$ cat src/design/tfrp_pkg.sv
// Shared types, codes and helper functions for the track fragment run parser.
// Used by every module of the block; no dependencies of its own.
package tfrp_pkg;

    localparam int QUEUE_DEPTH = 4;
    localparam int QPTR_W      = $clog2(QUEUE_DEPTH);
    localparam int QCNT_W      = $clog2(QUEUE_DEPTH + 1);

    localparam logic [1:0] CFG_RUN_FLAGS     = 2'd0;
    localparam logic [1:0] CFG_RUN_VERSION   = 2'd1;
    localparam logic [1:0] CFG_PAYLOAD_BYTES = 2'd2;

    typedef enum logic [1:0] {
        KIND_HEADER = 2'd0,
        KIND_SAMPLE = 2'd1,
        KIND_PACKED = 2'd2,
        KIND_END    = 2'd3
    } rec_kind_t;

    typedef enum logic [1:0] {
        ST_OK       = 2'd0,
        ST_CONFLICT = 2'd1,
        ST_SHORT    = 2'd2
    } status_t;

    typedef enum logic [2:0] {
        PH_COUNT  = 3'd0,
        PH_OFFSET = 3'd1,
        PH_FIRST  = 3'd2,
        PH_ENTRY  = 3'd3,
        PH_DONE   = 3'd4
    } phase_t;

    // records that follow the first record of a queued command
    typedef enum logic [1:0] {
        TAIL_NONE       = 2'd0,
        TAIL_END_OK     = 2'd1,
        TAIL_END_SHORT  = 2'd2,
        TAIL_PACKED_END = 2'd3
    } tail_t;

    typedef struct packed {
        rec_kind_t          kind;
        status_t            status;
        logic [31:0]        count;
        logic [31:0]        offset;
        logic [31:0]        first;
        logic [31:0]        index;
        logic [31:0]        duration;
        logic [31:0]        size;
        logic [31:0]        flags;
        logic signed [32:0] cts;
        logic               last;
    } rec_t;

    typedef struct packed {
        rec_t  rec;
        tail_t tail;
    } cmd_t;

    // on: per-sample field enables (duration, size, flags, cts)
    function automatic logic [1:0] first_field(input logic [3:0] on);
        logic [1:0] f;
        f = 2'd0;
        if (on[0])      f = 2'd0;
        else if (on[1]) f = 2'd1;
        else if (on[2]) f = 2'd2;
        else if (on[3]) f = 2'd3;
        return f;
    endfunction

    function automatic logic [1:0] last_field(input logic [3:0] on);
        logic [1:0] f;
        f = 2'd0;
        if (on[3])      f = 2'd3;
        else if (on[2]) f = 2'd2;
        else if (on[1]) f = 2'd1;
        return f;
    endfunction

    // next enabled field after f; falls through to cts
    function automatic logic [1:0] next_field(input logic [3:0] on, input logic [1:0] f);
        logic [1:0] n;
        n = 2'd3;
        if (f == 2'd0 && on[1])
            n = 2'd1;
        else if (f != 2'd2 && f != 2'd3 && on[2])
            n = 2'd2;
        return n;
    endfunction

    function automatic logic [4:0] entry_bytes(input logic [3:0] on);
        logic [2:0] n;
        n = 3'(on[0]) + 3'(on[1]) + 3'(on[2]) + 3'(on[3]);
        return {n, 2'b00};
    endfunction

endpackage

$ cat src/design/tfrp_front.sv
// Front end: configuration registers, byte-level parse of the run box payload.
// Emits one command per byte that causes records. Depends on tfrp_pkg.
module tfrp_front
(
    input  logic              clk,
    input  logic              rst_n,
    input  logic              take,
    input  logic [7:0]        byte_in,
    input  logic              cfg_we,
    input  logic [1:0]        cfg_index,
    input  logic [31:0]       cfg_data,
    output logic              push,
    output tfrp_pkg::cmd_t    cmd
);

    logic [23:0]      flags_reg;
    logic [7:0]       version_reg;
    logic [31:0]      payload_reg;

    tfrp_pkg::phase_t phase_reg, phase_next;
    logic [1:0]       pos_reg, pos_next;
    logic [23:0]      acc_reg, acc_next;
    logic [31:0]      left_reg, left_next;
    logic [31:0]      total_reg, total_next;
    logic [31:0]      done_reg, done_next;
    logic [1:0]       field_reg, field_next;
    logic [31:0]      dur_reg, dur_next;
    logic [31:0]      size_reg, size_next;
    logic [31:0]      flg_reg, flg_next;
    logic [31:0]      offset_reg, offset_next;
    logic [31:0]      first_reg, first_next;

    logic [3:0]       on;
    logic [1:0]       ff, lf;
    logic [4:0]       ebytes;
    logic             active, conflict, hdr_short, ent_short, abort, shift, word_done;
    logic [31:0]      w, left_dec, done_inc;
    logic             hdr_fin, hdr_cont, too_big, ent_emit, run_end;
    logic [31:0]      hdr_count, hdr_off, hdr_first;
    logic signed [32:0] cts_w;
    logic             cfg_hit;

    assign on     = flags_reg[11:8];
    assign ff     = tfrp_pkg::first_field(on);
    assign lf     = tfrp_pkg::last_field(on);
    assign ebytes = tfrp_pkg::entry_bytes(on);

    assign active    = take && (phase_reg != tfrp_pkg::PH_DONE);
    assign conflict  = (phase_reg == tfrp_pkg::PH_COUNT) && flags_reg[2] && flags_reg[10];
    assign hdr_short = (phase_reg != tfrp_pkg::PH_ENTRY) && (left_reg < 32'd4);
    assign ent_short = (phase_reg == tfrp_pkg::PH_ENTRY) && (field_reg == ff)
                       && (left_reg < {27'd0, ebytes});
    assign abort     = active && (pos_reg == 2'd0) && (conflict || hdr_short || ent_short);
    assign shift     = active && !abort;
    assign word_done = shift && (pos_reg == 2'd3);
    assign w         = {acc_reg, byte_in};
    assign left_dec  = left_reg - 32'd1;
    assign done_inc  = done_reg + 32'd1;
    assign run_end   = (done_inc == total_reg);

    assign hdr_fin = word_done &&
                     (((phase_reg == tfrp_pkg::PH_COUNT) && !flags_reg[0] && !flags_reg[2]) ||
                      ((phase_reg == tfrp_pkg::PH_OFFSET) && !flags_reg[2]) ||
                      (phase_reg == tfrp_pkg::PH_FIRST));
    assign hdr_count = (phase_reg == tfrp_pkg::PH_COUNT)  ? w : total_reg;
    assign hdr_off   = (phase_reg == tfrp_pkg::PH_OFFSET) ? w : offset_reg;
    assign hdr_first = (phase_reg == tfrp_pkg::PH_FIRST)  ? w : first_reg;
    // exact 4 * count against remaining bytes, no wrap
    assign too_big   = {hdr_count, 2'b00} > {2'b00, left_dec};
    assign hdr_cont  = (on != 4'd0) && !too_big && (hdr_count != 32'd0);

    assign ent_emit = word_done && (phase_reg == tfrp_pkg::PH_ENTRY) && (field_reg == lf);
    assign cts_w    = (version_reg != 8'd0 && w[31]) ? {1'b1, w} : {1'b0, w};

    assign cfg_hit = cfg_we && (cfg_index == tfrp_pkg::CFG_RUN_FLAGS ||
                                cfg_index == tfrp_pkg::CFG_RUN_VERSION ||
                                cfg_index == tfrp_pkg::CFG_PAYLOAD_BYTES);

    // next state
    always_comb
    begin
        phase_next  = phase_reg;
        pos_next    = pos_reg;
        acc_next    = acc_reg;
        left_next   = left_reg;
        total_next  = total_reg;
        done_next   = done_reg;
        field_next  = field_reg;
        dur_next    = dur_reg;
        size_next   = size_reg;
        flg_next    = flg_reg;
        offset_next = offset_reg;
        first_next  = first_reg;
        if (abort)
        begin
            phase_next = tfrp_pkg::PH_DONE;
        end
        else if (shift)
        begin
            acc_next  = w[23:0];
            left_next = left_dec;
            pos_next  = pos_reg + 2'd1;
            if (word_done)
            begin
                unique case (phase_reg)
                    tfrp_pkg::PH_COUNT:
                    begin
                        total_next = w;
                        if (flags_reg[0])
                            phase_next = tfrp_pkg::PH_OFFSET;
                        else if (flags_reg[2])
                            phase_next = tfrp_pkg::PH_FIRST;
                    end
                    tfrp_pkg::PH_OFFSET:
                    begin
                        offset_next = w;
                        if (flags_reg[2])
                            phase_next = tfrp_pkg::PH_FIRST;
                    end
                    tfrp_pkg::PH_FIRST:
                    begin
                        first_next = w;
                    end
                    tfrp_pkg::PH_ENTRY:
                    begin
                        if (field_reg == 2'd0) dur_next  = w;
                        if (field_reg == 2'd1) size_next = w;
                        if (field_reg == 2'd2) flg_next  = w;
                        if (field_reg == lf)
                        begin
                            done_next  = done_inc;
                            field_next = ff;
                            if (run_end)
                                phase_next = tfrp_pkg::PH_DONE;
                        end
                        else
                        begin
                            field_next = tfrp_pkg::next_field(on, field_reg);
                        end
                    end
                    tfrp_pkg::PH_DONE:
                    begin
                    end
                endcase
                if (hdr_fin)
                begin
                    phase_next = hdr_cont ? tfrp_pkg::PH_ENTRY : tfrp_pkg::PH_DONE;
                    if (hdr_cont)
                        field_next = ff;
                end
            end
        end
    end

    // command to the queue
    always_comb
    begin
        push = abort || hdr_fin || ent_emit;
        cmd  = '0;
        if (abort)
        begin
            cmd.rec.kind   = tfrp_pkg::KIND_END;
            cmd.rec.status = conflict ? tfrp_pkg::ST_CONFLICT : tfrp_pkg::ST_SHORT;
            cmd.rec.last   = 1'b1;
            cmd.tail       = tfrp_pkg::TAIL_NONE;
        end
        else if (hdr_fin)
        begin
            cmd.rec.kind   = tfrp_pkg::KIND_HEADER;
            cmd.rec.count  = hdr_count;
            cmd.rec.offset = hdr_off;
            cmd.rec.first  = hdr_first;
            if (on == 4'd0)
                cmd.tail = tfrp_pkg::TAIL_PACKED_END;
            else if (too_big)
                cmd.tail = tfrp_pkg::TAIL_END_SHORT;
            else if (hdr_count == 32'd0)
                cmd.tail = tfrp_pkg::TAIL_END_OK;
            else
                cmd.tail = tfrp_pkg::TAIL_NONE;
        end
        else if (ent_emit)
        begin
            cmd.rec.kind     = tfrp_pkg::KIND_SAMPLE;
            cmd.rec.index    = done_reg;
            cmd.rec.duration = on[0] ? dur_next  : 32'd0;
            cmd.rec.size     = on[1] ? size_next : 32'd0;
            cmd.rec.flags    = on[2] ? flg_next  : 32'd0;
            cmd.rec.cts      = on[3] ? cts_w     : 33'sd0;
            cmd.tail         = run_end ? tfrp_pkg::TAIL_END_OK : tfrp_pkg::TAIL_NONE;
        end
    end

    always_ff @(posedge clk or negedge rst_n)
    begin
        if (!rst_n)
        begin
            flags_reg   <= '0;
            version_reg <= '0;
            payload_reg <= '0;
            phase_reg   <= tfrp_pkg::PH_COUNT;
            pos_reg     <= '0;
            acc_reg     <= '0;
            left_reg    <= '0;
            total_reg   <= '0;
            done_reg    <= '0;
            field_reg   <= '0;
            dur_reg     <= '0;
            size_reg    <= '0;
            flg_reg     <= '0;
            offset_reg  <= '0;
            first_reg   <= '0;
        end
        else if (cfg_hit)
        begin
            if (cfg_index == tfrp_pkg::CFG_RUN_FLAGS)
                flags_reg <= cfg_data[23:0];
            if (cfg_index == tfrp_pkg::CFG_RUN_VERSION)
                version_reg <= cfg_data[7:0];
            if (cfg_index == tfrp_pkg::CFG_PAYLOAD_BYTES)
                payload_reg <= cfg_data;
            // any register write restarts the parse
            phase_reg  <= tfrp_pkg::PH_COUNT;
            pos_reg    <= '0;
            acc_reg    <= '0;
            left_reg   <= (cfg_index == tfrp_pkg::CFG_PAYLOAD_BYTES) ? cfg_data : payload_reg;
            total_reg  <= '0;
            done_reg   <= '0;
            field_reg  <= '0;
            dur_reg    <= '0;
            size_reg   <= '0;
            flg_reg    <= '0;
            offset_reg <= '0;
            first_reg  <= '0;
        end
        else
        begin
            phase_reg  <= phase_next;
            pos_reg    <= pos_next;
            acc_reg    <= acc_next;
            left_reg   <= left_next;
            total_reg  <= total_next;
            done_reg   <= done_next;
            field_reg  <= field_next;
            dur_reg    <= dur_next;
            size_reg   <= size_next;
            flg_reg    <= flg_next;
            offset_reg <= offset_next;
            first_reg  <= first_next;
        end
    end

endmodule

$ cat src/design/tfrp_queue.sv
// Command queue between the parse front end and the record back end.
// Small register FIFO; depends on tfrp_pkg.
module tfrp_queue
(
    input  logic              clk,
    input  logic              rst_n,
    input  logic              push,
    input  tfrp_pkg::cmd_t    cmd_in,
    input  logic              pop,
    output tfrp_pkg::cmd_t    head,
    output logic              nonempty,
    output logic              full
);

    tfrp_pkg::cmd_t                mem [tfrp_pkg::QUEUE_DEPTH];
    logic [tfrp_pkg::QPTR_W-1:0]   wr_ptr_reg, rd_ptr_reg;
    logic [tfrp_pkg::QCNT_W-1:0]   cnt_reg, cnt_next;
    logic                          do_push, do_pop;

    assign nonempty = (cnt_reg != '0);
    assign full     = (cnt_reg == tfrp_pkg::QCNT_W'(tfrp_pkg::QUEUE_DEPTH));
    assign head     = mem[rd_ptr_reg];
    assign do_push  = push && !full;
    assign do_pop   = pop && nonempty;

    always_comb
    begin
        cnt_next = cnt_reg;
        if (do_push && !do_pop)
            cnt_next = cnt_reg + 1'b1;
        else if (do_pop && !do_push)
            cnt_next = cnt_reg - 1'b1;
    end

    always_ff @(posedge clk)
    begin
        if (do_push)
            mem[wr_ptr_reg] <= cmd_in;
    end

    always_ff @(posedge clk or negedge rst_n)
    begin
        if (!rst_n)
        begin
            wr_ptr_reg <= '0;
            rd_ptr_reg <= '0;
            cnt_reg    <= '0;
        end
        else
        begin
            if (do_push)
                wr_ptr_reg <= wr_ptr_reg + 1'b1;
            if (do_pop)
                rd_ptr_reg <= rd_ptr_reg + 1'b1;
            cnt_reg <= cnt_next;
        end
    end

endmodule

$ cat src/design/tfrp_back.sv
// Back end: expands each queued command into one to three records and
// drives the registered output stage. Depends on tfrp_pkg.
module tfrp_back
(
    input  logic              clk,
    input  logic              rst_n,
    input  tfrp_pkg::cmd_t    head,
    input  logic              nonempty,
    output logic              pop,
    output logic              out_valid,
    input  logic              out_ready,
    output tfrp_pkg::rec_t    out_rec
);

    logic [1:0]      step_reg;
    logic            valid_reg;
    tfrp_pkg::rec_t  rec_reg;
    tfrp_pkg::rec_t  rec_now, end_rec, packed_rec;
    logic            final_step, load;

    assign load = nonempty && (!valid_reg || out_ready);
    assign pop  = load && final_step;

    always_comb
    begin
        end_rec        = '0;
        end_rec.kind   = tfrp_pkg::KIND_END;
        end_rec.status = (head.tail == tfrp_pkg::TAIL_END_SHORT) ? tfrp_pkg::ST_SHORT
                                                                 : tfrp_pkg::ST_OK;
        end_rec.last   = 1'b1;

        packed_rec       = '0;
        packed_rec.kind  = tfrp_pkg::KIND_PACKED;
        packed_rec.count = head.rec.count;

        // step 0: the command's own record, then the tail records in order
        if (step_reg == 2'd0)
        begin
            rec_now    = head.rec;
            final_step = (head.tail == tfrp_pkg::TAIL_NONE);
        end
        else if (step_reg == 2'd1 && head.tail == tfrp_pkg::TAIL_PACKED_END)
        begin
            rec_now    = packed_rec;
            final_step = 1'b0;
        end
        else
        begin
            rec_now    = end_rec;
            final_step = 1'b1;
        end
    end

    always_ff @(posedge clk)
    begin
        if (load)
            rec_reg <= rec_now;
    end

    always_ff @(posedge clk or negedge rst_n)
    begin
        if (!rst_n)
        begin
            step_reg  <= '0;
            valid_reg <= 1'b0;
        end
        else
        begin
            if (load)
                step_reg <= final_step ? 2'd0 : step_reg + 2'd1;
            if (load)
                valid_reg <= 1'b1;
            else if (out_ready)
                valid_reg <= 1'b0;
        end
    end

    assign out_valid = valid_reg;
    assign out_rec   = rec_reg;

endmodule

$ cat src/design/track_fragment_run_parser_core.sv
// Top level of the track fragment run parser: front end, command queue, back end.
// Depends on tfrp_pkg, tfrp_front, tfrp_queue and tfrp_back.
//
// The block takes one payload byte per cycle while s_tready is high. Bytes
// shift into a word accumulator in the front end; a byte that completes the
// header or a sample entry, or that hits an error, pushes one command into a
// four-entry queue. The back end turns each command into one to three records
// and sends one record per cycle while m_tready is high, through a registered
// output. A byte that ends the run can yield three records; the queue absorbs
// these; s_tready drops only while the queue is full. Commands pass the queue
// and records the output register. Configuration writes restart the parse.
module track_fragment_run_parser_core
(
    input  logic          clk,
    input  logic          rst_n,
    input  logic          s_tvalid,
    output logic          s_tready,
    input  logic [7:0]    s_tdata,   // [7:0] payload_byte
    output logic          m_tvalid,
    input  logic          m_tready,
    // [1:0] status, [33:2] run sample total, [65:34] base offset word,
    // [97:66] lead sample flags, [129:98] sample_index, [161:130] duration,
    // [193:162] sample_size, [225:194] sample_flags, [258:226] composition offset,
    // rest zero
    output logic [263:0]  m_tdata,
    output logic [1:0]    m_tuser,   // [1:0] record_kind
    output logic          m_tlast,
    input  logic          cfg_we,
    input  logic [1:0]    cfg_index,
    input  logic [31:0]   cfg_data
);

    logic            take, push, pop, nonempty, full;
    tfrp_pkg::cmd_t  cmd, head;
    tfrp_pkg::rec_t  rec;

    assign s_tready = !full;
    assign take     = s_tvalid && s_tready;

    tfrp_front u_front
    (
        .clk       (clk),
        .rst_n     (rst_n),
        .take      (take),
        .byte_in   (s_tdata),
        .cfg_we    (cfg_we),
        .cfg_index (cfg_index),
        .cfg_data  (cfg_data),
        .push      (push),
        .cmd       (cmd)
    );

    tfrp_queue u_queue
    (
        .clk      (clk),
        .rst_n    (rst_n),
        .push     (push),
        .cmd_in   (cmd),
        .pop      (pop),
        .head     (head),
        .nonempty (nonempty),
        .full     (full)
    );

    tfrp_back u_back
    (
        .clk       (clk),
        .rst_n     (rst_n),
        .head      (head),
        .nonempty  (nonempty),
        .pop       (pop),
        .out_valid (m_tvalid),
        .out_ready (m_tready),
        .out_rec   (rec)
    );

    assign m_tdata = {5'd0, rec.cts, rec.flags, rec.size, rec.duration, rec.index,
                      rec.first, rec.offset, rec.count, rec.status};
    assign m_tuser = rec.kind;
    assign m_tlast = rec.last;

endmodule

$ cat config.mk
export PLATFORM = sky130hd
export DESIGN_NAME = track_fragment_run_parser_core
export DESIGN_NICKNAME = d
export VERILOG_FILES = /design/src/design/tfrp_pkg.sv /design/src/design/tfrp_front.sv /design/src/design/tfrp_queue.sv /design/src/design/tfrp_back.sv /design/src/design/track_fragment_run_parser_core.sv
export SDC_FILE = /design/constraint.sdc
export NUM_CORES = 2
export LEC_CHECK = 0
export ABC_AREA = 0
export BUFFER_PORTS_ARGS = -buffer_cell sky130_fd_sc_hd__buf_2
export CORE_ASPECT_RATIO = 0.5
export CORE_MARGIN = 1.5
export CORE_UTILIZATION = 60
export CTS_CLUSTER_DIAMETER = 80
export CTS_CLUSTER_SIZE = 24
export DETAILED_ROUTE_END_ITERATION = 7
export PLACE_DENSITY = 0.83
export SLEW_MARGIN = 20
export SYNTH_ARGS = -nofsm -noshare
export SYNTH_HDL_FRONTEND = slang
export SYNTH_SLANG_ARGS = --single-unit
$ cat constraint.sdc
create_clock -name clk -period 15.1 [get_ports clk]
set_input_delay 0.755 -clock clk [delete_from_list [all_inputs] [get_ports clk]]
set_output_delay 0.755 -clock clk [all_outputs]
set_load 0.005 [all_outputs]
==> impl_metrics.json <==
{
  "path_class": "flop to flop",
  "start_kind": "flop",
  "start_util": 0.609,
  "fin_worst_skew_ns": 0.0476,
  "power.density_nw_per_um2": 162,
  "cts_resized": 0,
  "vdd_drop_max_mv": 0.123,
  "ys_warn_count": 0,
  "ys_ff_latch": 1657,
  "total_power_mw": 11.8,
  "critPathLaunch": "u_front.flags_reg[11]$_DFFE_PN0P_",
  "cp_slowest_stage_delay_ns": 0.83,
  "synth.yosys.seq_area_share": 0.713,
  "r2r_start": "u_front.flags_reg[11]$_DFFE_PN0P_",
  "maxSlewViolCount": 0,
  "vias": 38400,
  "cts_tree": "yes",
  "die_area_um2": 114000,
  "finalHoldViolCount": 0,
  "whs_ns": 0.302,
  "die_h_um": 240,
  "max_slew_margin": 0.147,
  "overflow": 0,
  "syn-cell-area_um2": 67400,
  "std_cell_rows": 86,
  "die_w_um": 477,
  "cp_num_buf_inv": 3,
  "viasPerCell": 6.44,
  "drive_above_1_share": 0.181,
  "rsz0062_at_grt": "no",
  "crit_family": "simple AND/OR/NAND/NOR gates",
  "io_pins": 316,
  "first_global_vias": 38000,
  "worstHoldStart": "cfg_data[1]",
  "crit_chain": "buf_4 -> fa_1 -> ha_1 -> ha_1 -> inv_1 -> ha_1 -> nand2b_1 -> o221ai_1 -> and4_1 -> nand3_1 -> a21o_1 -> nand3_1 -> nand3_1 -> and2_4 -> buf_12",
  "period_share": 0.437,
  "grt_util_met1": 0.396,
  "met3_usage": 0.0685,
  "gp_congestion": 0.934,
  "first_pass_iters": 6,
  "avgSynthCellArea_um2": 16.0,
  "cts.sinks": 1657,
  "wire_per_inst_um": 27.8,
  "cts_inserted_buffers": 79,
  "largest-register": "u_queue.mem",
  "cap_viol_max_count": 0,
  "use_met2": 0.460,
  "holdCritPathClass": "input pin to flop",
  "grt_max_degree": 177,
  "fillers": 7237,
  "busiest_layer": "met2",
  "ant_nets": 0,
  "crit_required_ns": 15.43,
  "root_buffer": "clkbuf_16",
  "p_leak_nw": 25.7,
  "fmax_mhz": 152,
  "async_reset_ff_frac": 0.207,
  "antenna_found_initial": 14,
  "clk_path_buf_depth": 3,
  "h-tree-depth": 3,
  "slowest_stage": "and2_4",
  "grt_pass1_wl_um": 244000,
  "drtIter0Drc": 5169,
  "cp.arrival_ns": 6.93,
  "largest_reg_flops": 1052,
  "worst_slew_pin_slew_ns": 1.28,
  "remaining_drc_errors": 0,
  "wirelength_um": 166000,
  "crit_fanout": 157,
  "ys_types": 79,
  "status": "finished, final reports clean",
  "clock_latency_ns": 0.74,
  "grt_use_total": 0.289,
  "io_buffer_count": 310,
  "fin_nets": 4487,
  "syn_to_final_growth_pct": 8.02,
  "fin_crit_ns": 6.59,
  "hpwlAfterDp_um": 97200,
  "syn_inst": 4218,
  "synth_flop_cell": "edfxtp_1",
  "cts.clk_slew.worst_paths_ns": 0.10,
  "placeableCoreArea_um2": 111000,
  "critPathCaptureType": "flop",
  "fin_setup_tns_ns": 0,
  "postCtsSetupRepairBufs": 0,
  "synth_edf_count": 1314,
  "setup_viol_count_final": 0
}
path summary, 6_finish.rpt:
check | cells past startpoint | to | slack (ns)
max in group asynchronous | 4 | u_front.dur_reg[0]$_DFF_PN0_ | 12.93
min reg2reg | 1 | u_front.payload_reg[27]$_DFFE_PN0P_ | 0.49
max reg2reg | 15 | u_queue.mem[2][112]$_DFFE_PP_ | 8.51
min | 2 | u_front.payload_reg[1]$_DFFE_PN0P_ | 0.30
min in group asynchronous | 2 | u_front.done_reg[9]$_DFFE_PN0P_ | 0.53
max | 15 | u_queue.mem[2][112]$_DFFE_PP_ | 8.51
cells in the mapped netlist (27+ instances only):
cell / number / area (um^2)
edfxtp_1: 1314 / 39500
nand2_1: 367 / 1380
dfrtp_1: 343 / 8580
nor2_1: 305 / 1140
and2_1: 263 / 1650
mux4_2: 263 / 5920
clkbuf_1: 210 / 788
a21oi_1: 146 / 731
mux2i_1: 107 / 1070
a22o_1: 96 / 841
xnor2_1: 77 / 674
nor2b_1: 62 / 388
o21ai_0: 57 / 285
xor2_1: 53 / 464
ha_1: 47 / 588
nor3_1: 46 / 230
nand3_1: 42 / 210
buf_1: 41 / 154
and3_1: 40 / 250
mux2_2: 32 / 360
nand4_1: 30 / 188
inv_1: 27 / 101
layout make-up:
cell class | count | area, um^2 | share of cell area
clock inverters | 8 | 159 | 0.00218
repair buffers | 377 | 2180 | 0.0299
inverters | 28 | 105 | 0.00144
clock buffers | 137 | 2220 | 0.0304
diodes | 9 | 22.5 | 0.000309
well taps | 1496 | 1870 | 0.0257
flip-flops and latches | 1657 | 48000 | 0.660
multi-input cells | 2248 | 18200 | 0.250
where the power goes:
part | internal, mW | leakage (nW) | switching, mW
Combinational | 1.39 | 8.36 | 1.95
Sequential | 5.69 | 16.2 | 0.339
Clock | 1.03 | 1.12 | 1.41
stage by stage:
stage	instance area, um^2	util	instances	setup slack (ns)
2_1_floorplan	67400	-	4222	4.74
3_3_place_gp	70300	0.635	5803	8.88
3_5_place_dp	70300	0.635	5803	8.72
4_1_cts	72700	0.657	5949	8.70
5_1_grt	72800	0.657	5952	8.29
6_report	72800	0.657	5960	8.51
placed cells by master, fill, tap and decap left out, types with 7 or more instances in the layout:
cell       instances
a21o_1            21
a21oi_1          145
a22o_1            96
a31oi_1            7
and2_1           259
and3_1            39
buf_2            309
buf_4             57
clkbuf_1          57
clkbuf_16         80
dfrtp_1          341
diode_2            9
edfxtp_1        1314
ha_1              46
inv_1             27
mux2_2            32
mux2i_1          107
mux4_2           263
nand2_1          365
nand2b_1          19
nand3_1           42
nand4_1           30
nor2_1           299
nor2b_1           61
nor3_1            45
nor4_1            22
o21ai_0           57
o221ai_1          14
o22ai_1            7
o2bb2ai_1         11
or3_1             15
xnor2_1           77
xor2_1            53
cell families after synthesis:
kind of cell / count (synthesis) / synth area share
AOI/OAI and AO/OA: 410 / 0.0410
xor gates and xnor gates: 130 / 0.0169
adders and majority gates: 49 / 0.00932
buffers and inverters: 317 / 0.0190
DFF: 1657 / 0.713
muxes: 402 / 0.109
other: 1 / 0.0000556
and+or+nand+nor: 1252 / 0.0918
routing by layer:
layer,wire length [um],up-vias
li1,-,16100
met2,80200,2188
met5,57,-
met3,17500,371
met1,61800,19700
met4,6380,10
what timing repair did:
item                                   in CTS  in global routing
hold buffers                                1                  0
setup endpoints to repair                   0                  0
endpoints found under the hold margin      40                  0
No activity file was read; power rests on OpenSTA's default activity.
